==> config.mk <==
export PLATFORM = sky130hd
export DESIGN_NAME = mode_selectable_deque_flat
export DESIGN_NICKNAME = d
export VERILOG_FILES = /design/src/rtl/msd_pkg.sv /design/src/rtl/msd_if.sv /design/src/rtl/mode_selectable_deque.sv /design/src/flat_wrapper.sv
export SDC_FILE = /design/constraint.sdc
export NUM_CORES = 1
export LEC_CHECK = 0
export ABC_CLOCK_PERIOD_IN_PS = 7300
export BUFFER_PORTS_ARGS = -buffer_cell sky130_fd_sc_hd__buf_2
export CAP_MARGIN = 20
export CORE_ASPECT_RATIO = 0.8
export CORE_UTILIZATION = 55
export DETAILED_ROUTE_END_ITERATION = 16
export PLACE_DENSITY_LB_ADDON = 0.15
export SKIP_CTS_REPAIR_TIMING = 1
export SLEW_MARGIN = 15
export SYNTH_ARGS = -nofsm -noshare
export SYNTH_HDL_FRONTEND = slang
export SYNTH_SLANG_ARGS = --single-unit
==> constraint.sdc <==
create_clock -name clk -period 7.3 [get_ports clk]
set_input_delay 1.095 -clock clk [delete_from_list [all_inputs] [get_ports clk]]
set_output_delay 1.095 -clock clk [all_outputs]
set_load 0.02 [all_outputs]
==> src/rtl/msd_pkg.sv <==
// Package: shared types and codes for the mode selectable deque.
package msd_pkg;

	typedef enum logic [2:0] {
		OP_ADD_BACK,
		OP_ADD_FRONT,
		OP_DISPENSE,
		OP_DISPENSE_BACK,
		OP_PEEK,
		OP_PEEK_BACK,
		OP_IS_EMPTY,
		OP_CLEAR
	} op_t;

	typedef enum logic [2:0] {
		ST_OK,
		ST_EMPTY,
		ST_MODE,
		ST_FULL,
		ST_INVALID
	} status_t;

	typedef enum logic [0:0] {
		S_IDLE,
		S_READ
	} state_t;

	localparam logic [1:0] MODE_FIFO  = 2'd0;
	localparam logic [1:0] MODE_LIFO  = 2'd1;
	localparam logic [1:0] MODE_DEQUE = 2'd2;

	localparam int unsigned LEN_W    = 8;
	localparam int unsigned OP_W     = 3;
	localparam int unsigned STATUS_W = 3;
	localparam int unsigned COUNT_W  = 5;
	localparam int unsigned MODE_W   = 2;

endpackage

==> src/rtl/msd_if.sv <==
// Interfaces: request, response and configuration channels of the deque.
interface msd_req_if #(
	parameter int unsigned WORD_WIDTH = 32
);
	logic                  valid;
	logic                  ready;
	logic [2:0]            op;
	logic [WORD_WIDTH-1:0] item_word;
	logic [7:0]            item_length;

	modport source (output valid, op, item_word, item_length, input ready);
	modport sink   (input valid, op, item_word, item_length, output ready);
endinterface

interface msd_rsp_if #(
	parameter int unsigned WORD_WIDTH = 32
);
	logic                  valid;
	logic                  ready;
	logic [2:0]            status;
	logic [WORD_WIDTH-1:0] out_word;
	logic [7:0]            out_length;
	logic                  empty_flag;
	logic [4:0]            entry_count;

	modport source (output valid, status, out_word, out_length, empty_flag, entry_count,
		input ready);
	modport sink   (input valid, status, out_word, out_length, empty_flag, entry_count,
		output ready);
endinterface

interface msd_cfg_if;
	logic       valid;
	logic       ready;
	logic [1:0] mode;

	modport source (output valid, mode, input ready);
	modport sink   (input valid, mode, output ready);
endinterface

==> src/rtl/mode_selectable_deque.sv <==
// Top level: bounded deque of tagged words with fifo, lifo and deque modes.
//
// Channels: req carries one operation word (op, item_word, item_length);
// rsp returns exactly one result word per request (status, out_word,
// out_length, empty_flag, entry_count); cfg writes the mode register
// (0 fifo, 1 lifo, 2 deque; 3 acts as lifo). cfg is always ready.
// Entries live in a single-port-write, registered-read memory of DEPTH words.
// Response: add, is-empty, clear and every refused request load the response
// register on acceptance. A successful dispense or peek first reads the memory
// into the read register, then loads the response register from it.
// Flow: no new request is taken while a memory read is pending, and a request
// is taken only while the response register is free or being drained in the
// same cycle.
// Reset: head pointer, count, mode and response valid clear; memory contents
// are not cleared and are only read where written.
// Stall: while rsp is held, the response register keeps its word and req is
// not accepted.
module mode_selectable_deque #(
	parameter int unsigned DEPTH      = 16,
	parameter int unsigned WORD_WIDTH = 32
) (
	input  logic      clk,
	input  logic      arst_n,
	msd_cfg_if.sink   cfg,
	msd_req_if.sink   req,
	msd_rsp_if.source rsp
);
	import msd_pkg::*;

	localparam int unsigned PW = $clog2(DEPTH);
	localparam int unsigned CW = $clog2(DEPTH + 1);
	localparam int unsigned EW = WORD_WIDTH + LEN_W;
	localparam logic [PW-1:0] LAST  = PW'(DEPTH - 1);
	localparam logic [CW-1:0] FULLC = CW'(DEPTH);

	logic [EW-1:0] mem [DEPTH];
	logic [EW-1:0] rdata_q;

	state_t                state_q, state_d;
	logic [PW-1:0]         head_q, head_d;
	logic [CW-1:0]         count_q, count_d;
	logic [MODE_W-1:0]     mode_q;

	logic                  rsp_valid_q;
	status_t               rsp_status_q;
	logic [WORD_WIDTH-1:0] rsp_word_q;
	logic [LEN_W-1:0]      rsp_len_q;
	logic                  rsp_empty_q;
	logic [COUNT_W-1:0]    rsp_count_q;

	logic                  req_fire;
	op_t                   op;
	logic                  front;
	logic [CW:0]           sum;
	logic [PW-1:0]         tail_idx, back_idx, head_inc, head_dec;
	logic                  mem_we, mem_re;
	logic [PW-1:0]         mem_waddr, mem_raddr;
	logic                  ld;
	status_t               st_d;
	logic [WORD_WIDTH-1:0] word_d;
	logic [LEN_W-1:0]      len_d;
	logic [CW+COUNT_W-1:0] count_ext;

	assign cfg.ready = 1'b1;
	assign req.ready = (state_q == S_IDLE) && (!rsp_valid_q || rsp.ready);
	assign req_fire  = req.valid && req.ready;
	assign op        = op_t'(req.op);

	assign sum      = (CW+1)'(head_q) + (CW+1)'(count_q);
	assign tail_idx = (sum >= (CW+1)'(DEPTH)) ? PW'(sum - (CW+1)'(DEPTH)) : PW'(sum);
	assign back_idx = (tail_idx == '0) ? LAST : tail_idx - PW'(1);
	assign head_inc = (head_q == LAST) ? '0 : head_q + PW'(1);
	assign head_dec = (head_q == '0) ? LAST : head_q - PW'(1);
	assign front    = (op == OP_DISPENSE || op == OP_PEEK) && mode_q == MODE_FIFO;

	always_comb begin
		state_d   = state_q;
		head_d    = head_q;
		count_d   = count_q;
		mem_we    = 1'b0;
		mem_waddr = tail_idx;
		mem_re    = 1'b0;
		mem_raddr = front ? head_q : back_idx;
		ld        = 1'b0;
		st_d      = ST_OK;
		word_d    = '0;
		len_d     = '0;
		case (state_q)
			S_IDLE: begin
				if (req_fire) begin
					ld = 1'b1;
					case (op)
						OP_ADD_BACK, OP_ADD_FRONT: begin
							if (req.item_length == '0) begin
								st_d = ST_INVALID;
							end else if (count_q == FULLC) begin
								st_d = ST_FULL;
							end else begin
								mem_we  = 1'b1;
								count_d = count_q + CW'(1);
								if (op == OP_ADD_FRONT) begin
									head_d    = head_dec;
									mem_waddr = head_dec;
								end
							end
						end
						OP_DISPENSE, OP_DISPENSE_BACK, OP_PEEK, OP_PEEK_BACK: begin
							if (count_q == '0) begin
								st_d = ST_EMPTY;
							end else if ((op == OP_DISPENSE_BACK || op == OP_PEEK_BACK)
								&& mode_q != MODE_DEQUE) begin
								st_d = ST_MODE;
							end else begin
								ld      = 1'b0;
								mem_re  = 1'b1;
								state_d = S_READ;
								if (op == OP_DISPENSE || op == OP_DISPENSE_BACK) begin
									count_d = count_q - CW'(1);
									if (front) begin
										head_d = head_inc;
									end
								end
							end
						end
						OP_IS_EMPTY: begin
							st_d = ST_OK;
						end
						OP_CLEAR: begin
							head_d  = '0;
							count_d = '0;
						end
						default: begin
							st_d = ST_OK;
						end
					endcase
				end
			end
			S_READ: begin
				ld      = 1'b1;
				word_d  = rdata_q[EW-1:LEN_W];
				len_d   = rdata_q[LEN_W-1:0];
				state_d = S_IDLE;
			end
			default: begin
				state_d = S_IDLE;
			end
		endcase
	end

	assign count_ext = {{COUNT_W{1'b0}}, count_d};

	always_ff @(posedge clk) begin
		if (mem_we) begin
			mem[mem_waddr] <= {req.item_word, req.item_length};
		end
		if (mem_re) begin
			rdata_q <= mem[mem_raddr];
		end
	end

	always_ff @(posedge clk or negedge arst_n) begin
		if (!arst_n) begin
			state_q     <= S_IDLE;
			head_q      <= '0;
			count_q     <= '0;
			mode_q      <= MODE_FIFO;
			rsp_valid_q <= 1'b0;
		end else begin
			state_q <= state_d;
			head_q  <= head_d;
			count_q <= count_d;
			if (cfg.valid) begin
				mode_q <= cfg.mode;
			end
			if (ld) begin
				rsp_valid_q <= 1'b1;
			end else if (rsp.ready) begin
				rsp_valid_q <= 1'b0;
			end
		end
	end

	always_ff @(posedge clk) begin
		if (ld) begin
			rsp_status_q <= st_d;
			rsp_word_q   <= word_d;
			rsp_len_q    <= len_d;
			rsp_empty_q  <= (count_d == '0);
			rsp_count_q  <= count_ext[COUNT_W-1:0];
		end
	end

	assign rsp.valid       = rsp_valid_q;
	assign rsp.status      = rsp_status_q;
	assign rsp.out_word    = rsp_word_q;
	assign rsp.out_length  = rsp_len_q;
	assign rsp.empty_flag  = rsp_empty_q;
	assign rsp.entry_count = rsp_count_q;

endmodule

==> src/flat_wrapper.sv <==
// flat-port wrapper written by rule: the top's interface ports become plain ports
module mode_selectable_deque_flat import msd_pkg::*;
#(
	parameter int unsigned DEPTH      = 16,
	parameter int unsigned WORD_WIDTH = 32
)
  (clk, arst_n, cfg_valid, cfg_mode, cfg_ready, req_valid, req_op, req_item_word, req_item_length, req_ready, rsp_valid, rsp_status, rsp_out_word, rsp_out_length, rsp_empty_flag, rsp_entry_count, rsp_ready);
  msd_cfg_if cfg_i ();
  msd_req_if #(.WORD_WIDTH(WORD_WIDTH)) req_i ();
  msd_rsp_if #(.WORD_WIDTH(WORD_WIDTH)) rsp_i ();
  input  logic clk;
  input  logic arst_n;
  input wire logic [$bits(cfg_i.valid)-1:0] cfg_valid;
  input wire logic [$bits(cfg_i.mode)-1:0] cfg_mode;
  output wire logic [$bits(cfg_i.ready)-1:0] cfg_ready;
  input wire logic [$bits(req_i.valid)-1:0] req_valid;
  input wire logic [$bits(req_i.op)-1:0] req_op;
  input wire logic [$bits(req_i.item_word)-1:0] req_item_word;
  input wire logic [$bits(req_i.item_length)-1:0] req_item_length;
  output wire logic [$bits(req_i.ready)-1:0] req_ready;
  output wire logic [$bits(rsp_i.valid)-1:0] rsp_valid;
  output wire logic [$bits(rsp_i.status)-1:0] rsp_status;
  output wire logic [$bits(rsp_i.out_word)-1:0] rsp_out_word;
  output wire logic [$bits(rsp_i.out_length)-1:0] rsp_out_length;
  output wire logic [$bits(rsp_i.empty_flag)-1:0] rsp_empty_flag;
  output wire logic [$bits(rsp_i.entry_count)-1:0] rsp_entry_count;
  input wire logic [$bits(rsp_i.ready)-1:0] rsp_ready;
  assign cfg_i.valid = cfg_valid;
  assign cfg_i.mode = cfg_mode;
  assign cfg_ready = cfg_i.ready;
  assign req_i.valid = req_valid;
  assign req_i.op = req_op;
  assign req_i.item_word = req_item_word;
  assign req_i.item_length = req_item_length;
  assign req_ready = req_i.ready;
  assign rsp_valid = rsp_i.valid;
  assign rsp_status = rsp_i.status;
  assign rsp_out_word = rsp_i.out_word;
  assign rsp_out_length = rsp_i.out_length;
  assign rsp_empty_flag = rsp_i.empty_flag;
  assign rsp_entry_count = rsp_i.entry_count;
  assign rsp_i.ready = rsp_ready;
  mode_selectable_deque #(.DEPTH(DEPTH), .WORD_WIDTH(WORD_WIDTH)) u_core (.clk(clk), .arst_n(arst_n), .cfg(cfg_i), .req(req_i), .rsp(rsp_i));
endmodule
Word-level counts from Yosys, hierarchy flattened. Memory sizes are Yosys's and may differ from the RTL's. A register that Yosys moved wholly into a read port is not among the register bits. Index checks and enable logic that the tools add are counted. W data, S select, Z words.

Register bits after elaboration: 62. RAM bits: 640. Input bits: 50. Output and inout port bits: 52. Word-level logic and storage cells: 111. Memories: 1.

Memories: u_core.mem (words 16, bits a word 40, rd ports 1, clocked after Yosys merged registers in 1, write ports 1, line mode_selectable_deque.sv:36) `logic [EW-1:0] mem [DEPTH];`.

$add $sub $neg: 7. Magnitude comparators: 1. Equal/unequal tests: 16. Mux-type cells: 52. Bitwise gates (word level): 2. Reductions and logical operators: 22.

Operators with widths (number): $mux W4 (18); $mux W5 (7); $mux W1 (18); $pmux W5 S3 (1); $pmux W4 S3 (1); $sub A4 B1 Y4 const B (3); $logic_not A5 Y1 (2); $ne A2 B2 Y1 const B (5); $reduce_and A10 Y1 (1); $eq A3 B3 Y1 const B (3); $logic_not A4 Y1 (2); $logic_not A8 Y1 (1); $add A4 B5 Y6 (1); $eq A3 B2 Y1 const B (2); $ge A6 B5 Y1 const B (1); $mux W3 (2); $ne A2 B1 Y1 const B (3); $pmux W3 S2 (1); $add A5 B1 Y5 const B (1); $eq A5 B5 Y1 const B (1); $sub A5 B1 Y5 const B (1); $add A4 B1 Y4 const B (1); $eq A4 B4 Y1 const B (1); $logic_and A1 B1 Y1 (4); 12 further kinds (19).

Logic depth before layout (Yosys ltp).
Depth in word-level cells: 9. Gate-level depth with buffers: 12. Gate-level depth less buffers: 9.

Worst setup path after synthesis. OpenSTA, ideal clock, no wires.

Kind: input port to flip-flop. From: input port req_op[1]. To: memory u_core.mem[3][0] in the netlist's numbering, enable pin. Library setup time: 487 ps. Arrival: 5488 ps. Required time: 6813 ps. Setup slack: 1325 ps. Stages: 8. Buffers on the path: 2. Cell sequence: buf_4 > or2_2 > clkbuf_1 > a211oi_1 > nand3_1 > nor3_1 > a31oi_1 > nor3_1.

Word-level cells in the longest chain between the ends: 7. Elaborated cells on any way between the ends: 14. Those cells by class: eq/ne (1); mux (11); reduce/logical (2).

RTL lines: start: declaration (line flat_wrapper.sv:17) `input wire logic [$bits(req_i.op)-1:0] req_op;`; $eq A3 B1 Y1 / $logic_not A3 Y1 (equally long branches) (line mode_selectable_deque.sv:92, mode_selectable_deque.sv:101); $mux W4 / $reduce_or A2 Y1 (equally long branches) (line mode_selectable_deque.sv:101, mode_selectable_deque.sv:92); $mux W4 / $mux W1 (equally long branches) (line mode_selectable_deque.sv:96, mode_selectable_deque.sv:92); $mux W4 / $mux W1 (equally long branches) (line mode_selectable_deque.sv:94, mode_selectable_deque.sv:90); $mux W4 / $mux W1 (equally long branches) (line mode_selectable_deque.sv:92, mode_selectable_deque.sv:88); $mux W4 / $mux W1 (equally long branches) (line mode_selectable_deque.sv:90, mode_selectable_deque.sv:153); $mux W4 / $mux W1 (equally long branches) (line mode_selectable_deque.sv:88, mode_selectable_deque.sv:154); end: declaration (line mode_selectable_deque.sv:36).

Several ways; a longest one is shown, not always the timed one.

Final worst setup path.
From: register u_core.head_q[0]. To: register u_core.rdata_q[32], read port of u_core.mem, data pin.

Word-level cells in the longest chain between the ends: 6. Elaborated cells on any way between the ends: 8. Those cells by class: add/sub (3); order compare (1); mux (3); reduce/logical (1).

RTL lines: start: declaration (line mode_selectable_deque.sv:40) `logic [PW-1:0] head_q, head_d;`; start signal: assignment (line mode_selectable_deque.sv:164) `head_q <= '0;`; start signal: assignment (line mode_selectable_deque.sv:170) `head_q <= head_d;`; $add A4 B5 Y6 (line mode_selectable_deque.sv:69) `assign sum = (CW+1)'(head_q) + (CW+1)'(count_q);`; $ge A6 B5 Y1 / $sub A4 B1 Y4 (equally long branches) (line mode_selectable_deque.sv:70) `assign tail_idx = (sum >= (CW+1)'(DEPTH)) ? PW'(sum - (CW+1)'(DEPTH)) : PW'(sum);`; $mux W4 (line mode_selectable_deque.sv:70); $sub A4 B1 Y4 / $logic_not A4 Y1 (equally long branches) (line mode_selectable_deque.sv:71) `assign back_idx = (tail_idx == '0) ? LAST : tail_idx - PW'(1);`; $mux W4 (line mode_selectable_deque.sv:71); $mux W4 * (line mode_selectable_deque.sv:83) `mem_raddr = front ? head_q : back_idx;`; end: declaration (line mode_selectable_deque.sv:37) `logic [EW-1:0] rdata_q;`.

Every way passes the cells marked *; elsewhere a longest branch is shown, timed or not. A chain may end at the register's enable or synchronous reset.

==> summary.txt <==
Outcome
  – Outcome: finished, final reports clean

Place
  – DP HPWL: 37550 um
  – Pre-CTS WS: 1.695 ns
  – Placed cell count: 2714
  – Placer's final routability congestion estimate: 0.9259
  – Quantity of I/O buffers inserted on ports: 100

STA
  – Final critical delay including setup and external delays: 5.301 ns
  – Setup repair after global routing missed its margin: no
  – Final period util: 72.61%
  – Rel. slew slack: 25.17%
  – Pins over their slew limit: 0
  – Final setup vio count: 0
  – Slew at the pin closest to its max-slew limit: 1.122 ns
  – Peak clock frequency supported by timing: 188.6 MHz
  – Post-Route Setup TNS: 0 ns
  – Setup skew after layout: 0.01636 ns
  – Setup WS post-layout: 1.999 ns
  – Number of hold-slack violations in the final timing report: 0

Floorplanning
  – Ports: 102
  – Number of core rows: 77
  – Overall die area: 0.05692 mm2
  – Placeable core area: 0.05530 mm2
  – Width of the chip: 266.5 um
  – Vertical die dimension: 213.6 um
  – Initial standard-cell utilization of the core: 55.66%

Critical path
  – Critical path endpoint category: register
  – Path depth of the worst reg2reg path: 12
  – Required time of the critical path: 7.78 ns
  – Critical path depth in cells: 12
  – Ordered cell list for the critical path: ha_1, fa_1, inv_1, ha_1, o21ai_4, buf_4, buf_4, buf_6, and3_1, a2111oi_0, nor4_1, or4_1
  – Data arrival, critical path: 5.78 ns
  – CP bufs+invs: 4
  – Top cell family by delay on the critical path: buffers and inverters
  – Category of the worst setup path launch point: register
  – Worst path slowest cell: sky130_fd_sc_hd__buf_4
  – Delay of the slowest cell on the worst path: 0.84 ns
  – Classification of the worst setup path: register to register
  – Maximum fanout count along the critical path: 133

Route
  – Number of violations reported at the end of detailed-routing iteration 0: 2449
  – Routed Antenna Nets: 0
  – Detailed-route wire length per cell: 29.16 um
  – Total Routed Length: 83010 um
  – Detailed-routing iteration count for the pre-antenna-repair pass: 7
  – Avg Vias per Cell: 6.997
  – Count of vias placed by the detailed router: 19920
  – Remaining design rule violation count: 0

Global route
  – Global-route wire length before repair: 122800 um
  – Vias in the first global route: 19220
  – Antenna violations before repair: 4
  – Aggregate global routing overflow: 0
  – Tot GR Track Use: 29.08%
  – Largest net degree at the start of global routing: 273

Layout
  – Fraction of final layout cells with drive strength greater than 1: 13.60%
  – Combined area of the multi-input logic cells: 0.007816 mm2
  – Filler-free cell count of the finished design: 2847
  – Final Net Count: 2102
  – Area taken by flip-flops and latches: 0.02222 mm2
  – Area grow syn2layout: 11.36%
  – Fill cell count: 4102
  – Final core utilization: 61.98%

Synthesis
  – Number of flops mapped to enable cells by yosys: 729
  – Sequential cell area fraction in the yosys report: 72.17%
  – Total standard cell area after synthesis: 0.03078 mm2
  – Leading register cell type out of synthesis: sky130_fd_sc_hd__edfxtp_1
  – Proportion of register bits with asynchronous set or reset after synthesis: 1.752%
  – Number of different library cells in the post-synthesis netlist: 73
  – Cell types occupying the most area after synthesis: sky130_fd_sc_hd__edfxtp_1 71%, sky130_fd_sc_hd__and3_1 6.6%, sky130_fd_sc_hd__a2111oi_0 4.6%
  – Post-Syn Nets: 2101
  – Post-synthesis cell type with the largest combined area: sky130_fd_sc_hd__edfxtp_1
  – Syn. warnings: 0
  – Most instantiated library cell after synthesis: sky130_fd_sc_hd__edfxtp_1
  – Fraction of synthesized cell area taken by the top area cell type: 71.12%
  – Most instantiated cells after synthesis: 729 x sky130_fd_sc_hd__edfxtp_1, 323 x sky130_fd_sc_hd__and3_1, 200 x sky130_fd_sc_hd__clkbuf_1
  – Post-Syn Area per Cell: 15.08 um2
  – Number of flip-flops and latches in the synthesized netlist: 742
  – Number of instances in the synthesized netlist: 2041

Clock tree
  – Total CTS buffers: 75
  – CTS clk-pin slew, worst paths: 0.06 ns
  – # H-tree levels: 3
  – Clk sink count: 742
  – TritonCTS clock tree: yes
  – CTS Root Cell: sky130_fd_sc_hd__clkbuf_16
  – Buffers from clock root to sink, at most: 3
  – Clock latency on the worst-skew pair: 0.62 ns

Run
  – Max-cap viol count: 0

Worst hold path
  – Class of the worst hold path: input port to async pin
==> metal layers <==
layer	up-vias	part of all wire, %	GRT usage (%)
met5	-	0.042	0
met4	6	2.3	8.977
met3	140	8.8	5.225
met2	1010	47	45.98
met1	10140	41	41.50
li1	8622	-	-
==> state kept, by name (all words and copies together) (netlist names), 2 cells and up <==
name and cells:
u_core.mem 640, u_core.rsp.out_word 32, u_core.count_q 5, u_core.rsp.status 3, u_core.rsp.out_length 8, u_core.rsp.entry_count 5, u_core.mode_q 2, u_core.rdata_q 40
u_core.head_q 4
==> logic make-up after synthesis <==
| group | after synthesis | share of synthesized area [%] |
|---|---|---|
| compound gates | 389 | 10.70 |
| xor+xnor | 7 | 0.2846 |
| fa+ha+maj | 10 | 0.4309 |
| buf+inv | 232 | 3.069 |
| flops | 742 | 72.17 |
| mux | 3 | 0.1057 |
| other cells | 1 | 0.01218 |
| simple gates | 657 | 13.22 |
==> through the flow <==
stage | hold slack (ns) | instance area, um2
final | 0.3692 | 34280
after global placement | 0.4979 | 31900
after CTS | 0.3604 | 34250
after detailed placement | 0.5119 | 31900
after floorplan | 0.5026 | 30780
after global routing | 0.3853 | 34270
==> layout make-up <==
| type | instances | share of cell area (%) |
|---|---|---|
| Tap cell | 750 | 2.738 |
| Sequential cell | 742 | 64.81 |
| Multi-Input combinational cell | 1067 | 22.80 |
| Clock inverter | 35 | 0.8505 |
| Inverter | 9 | 0.09855 |
| Timing Repair Buffer | 147 | 2.683 |
| Antenna cell | 2 | 0.01460 |
| Clock buffer | 95 | 6.001 |
==> placed cells by master, fill, tap and decap left out, types with 3 or more instances in the layout <==
cell	instances
sky130_fd_sc_hd__buf_4	41
sky130_fd_sc_hd__and2_1	44
sky130_fd_sc_hd__nand4_1	3
sky130_fd_sc_hd__nand2b_1	4
sky130_fd_sc_hd__o31ai_1	3
sky130_fd_sc_hd__clkbuf_1	14
sky130_fd_sc_hd__o32ai_1	3
sky130_fd_sc_hd__dfrtp_1	13
sky130_fd_sc_hd__o22ai_1	3
sky130_fd_sc_hd__and3_1	323
sky130_fd_sc_hd__a221oi_1	160
sky130_fd_sc_hd__nor3_2	5
sky130_fd_sc_hd__clkinv_2	9
sky130_fd_sc_hd__nand2_1	17
sky130_fd_sc_hd__buf_2	100
sky130_fd_sc_hd__ha_1	9
sky130_fd_sc_hd__bufinv_16	5
sky130_fd_sc_hd__edfxtp_1	729
sky130_fd_sc_hd__nor4_1	163
sky130_fd_sc_hd__nand3_1	7
sky130_fd_sc_hd__or4_1	40
sky130_fd_sc_hd__clkinv_1	17
sky130_fd_sc_hd__nor3_1	8
sky130_fd_sc_hd__clkbuf_16	79
sky130_fd_sc_hd__a2111oi_0	161
sky130_fd_sc_hd__buf_12	5
sky130_fd_sc_hd__xor2_1	3
sky130_fd_sc_hd__a21oi_1	14
sky130_fd_sc_hd__a31oi_1	3
sky130_fd_sc_hd__nor2_1	13
sky130_fd_sc_hd__nor2_4	12
sky130_fd_sc_hd__inv_1	9
sky130_fd_sc_hd__o21ai_0	14
==> final timing paths <==
kind                                   startpoint                        to  slack, ns
min in group clk                u_core.rdata_q[7]  u_core.rsp.out_length[7]       0.51
max in group asynchronous                  arst_n         u_core.count_q[0]       6.67
worst min register to register  u_core.rdata_q[7]  u_core.rsp.out_length[7]       0.51
worst max register to register   u_core.head_q[0]        u_core.rdata_q[32]       2.00
worst min-delay path                       arst_n          u_core.mode_q[0]       0.37
worst max-delay path             u_core.head_q[0]        u_core.rdata_q[32]       2.00
==> worst reg2reg max path, cell delays in order (launching register included) <==
cell                        delay [ns]
sky130_fd_sc_hd__dfrtp_1          0.50
sky130_fd_sc_hd__ha_1             0.27
sky130_fd_sc_hd__fa_1             0.59
sky130_fd_sc_hd__inv_1            0.11
sky130_fd_sc_hd__ha_1             0.34
sky130_fd_sc_hd__o21ai_4          0.11
sky130_fd_sc_hd__buf_4            0.63
sky130_fd_sc_hd__buf_4            0.85
sky130_fd_sc_hd__buf_6            0.83
sky130_fd_sc_hd__and3_1           0.29
sky130_fd_sc_hd__a2111oi_0        0.07
sky130_fd_sc_hd__nor4_1           0.41
sky130_fd_sc_hd__or4_1            0.18
Power is left out: the tool's default activity adds up to more than one toggle a clock period on the data nets, which glitch-free logic cannot reach.
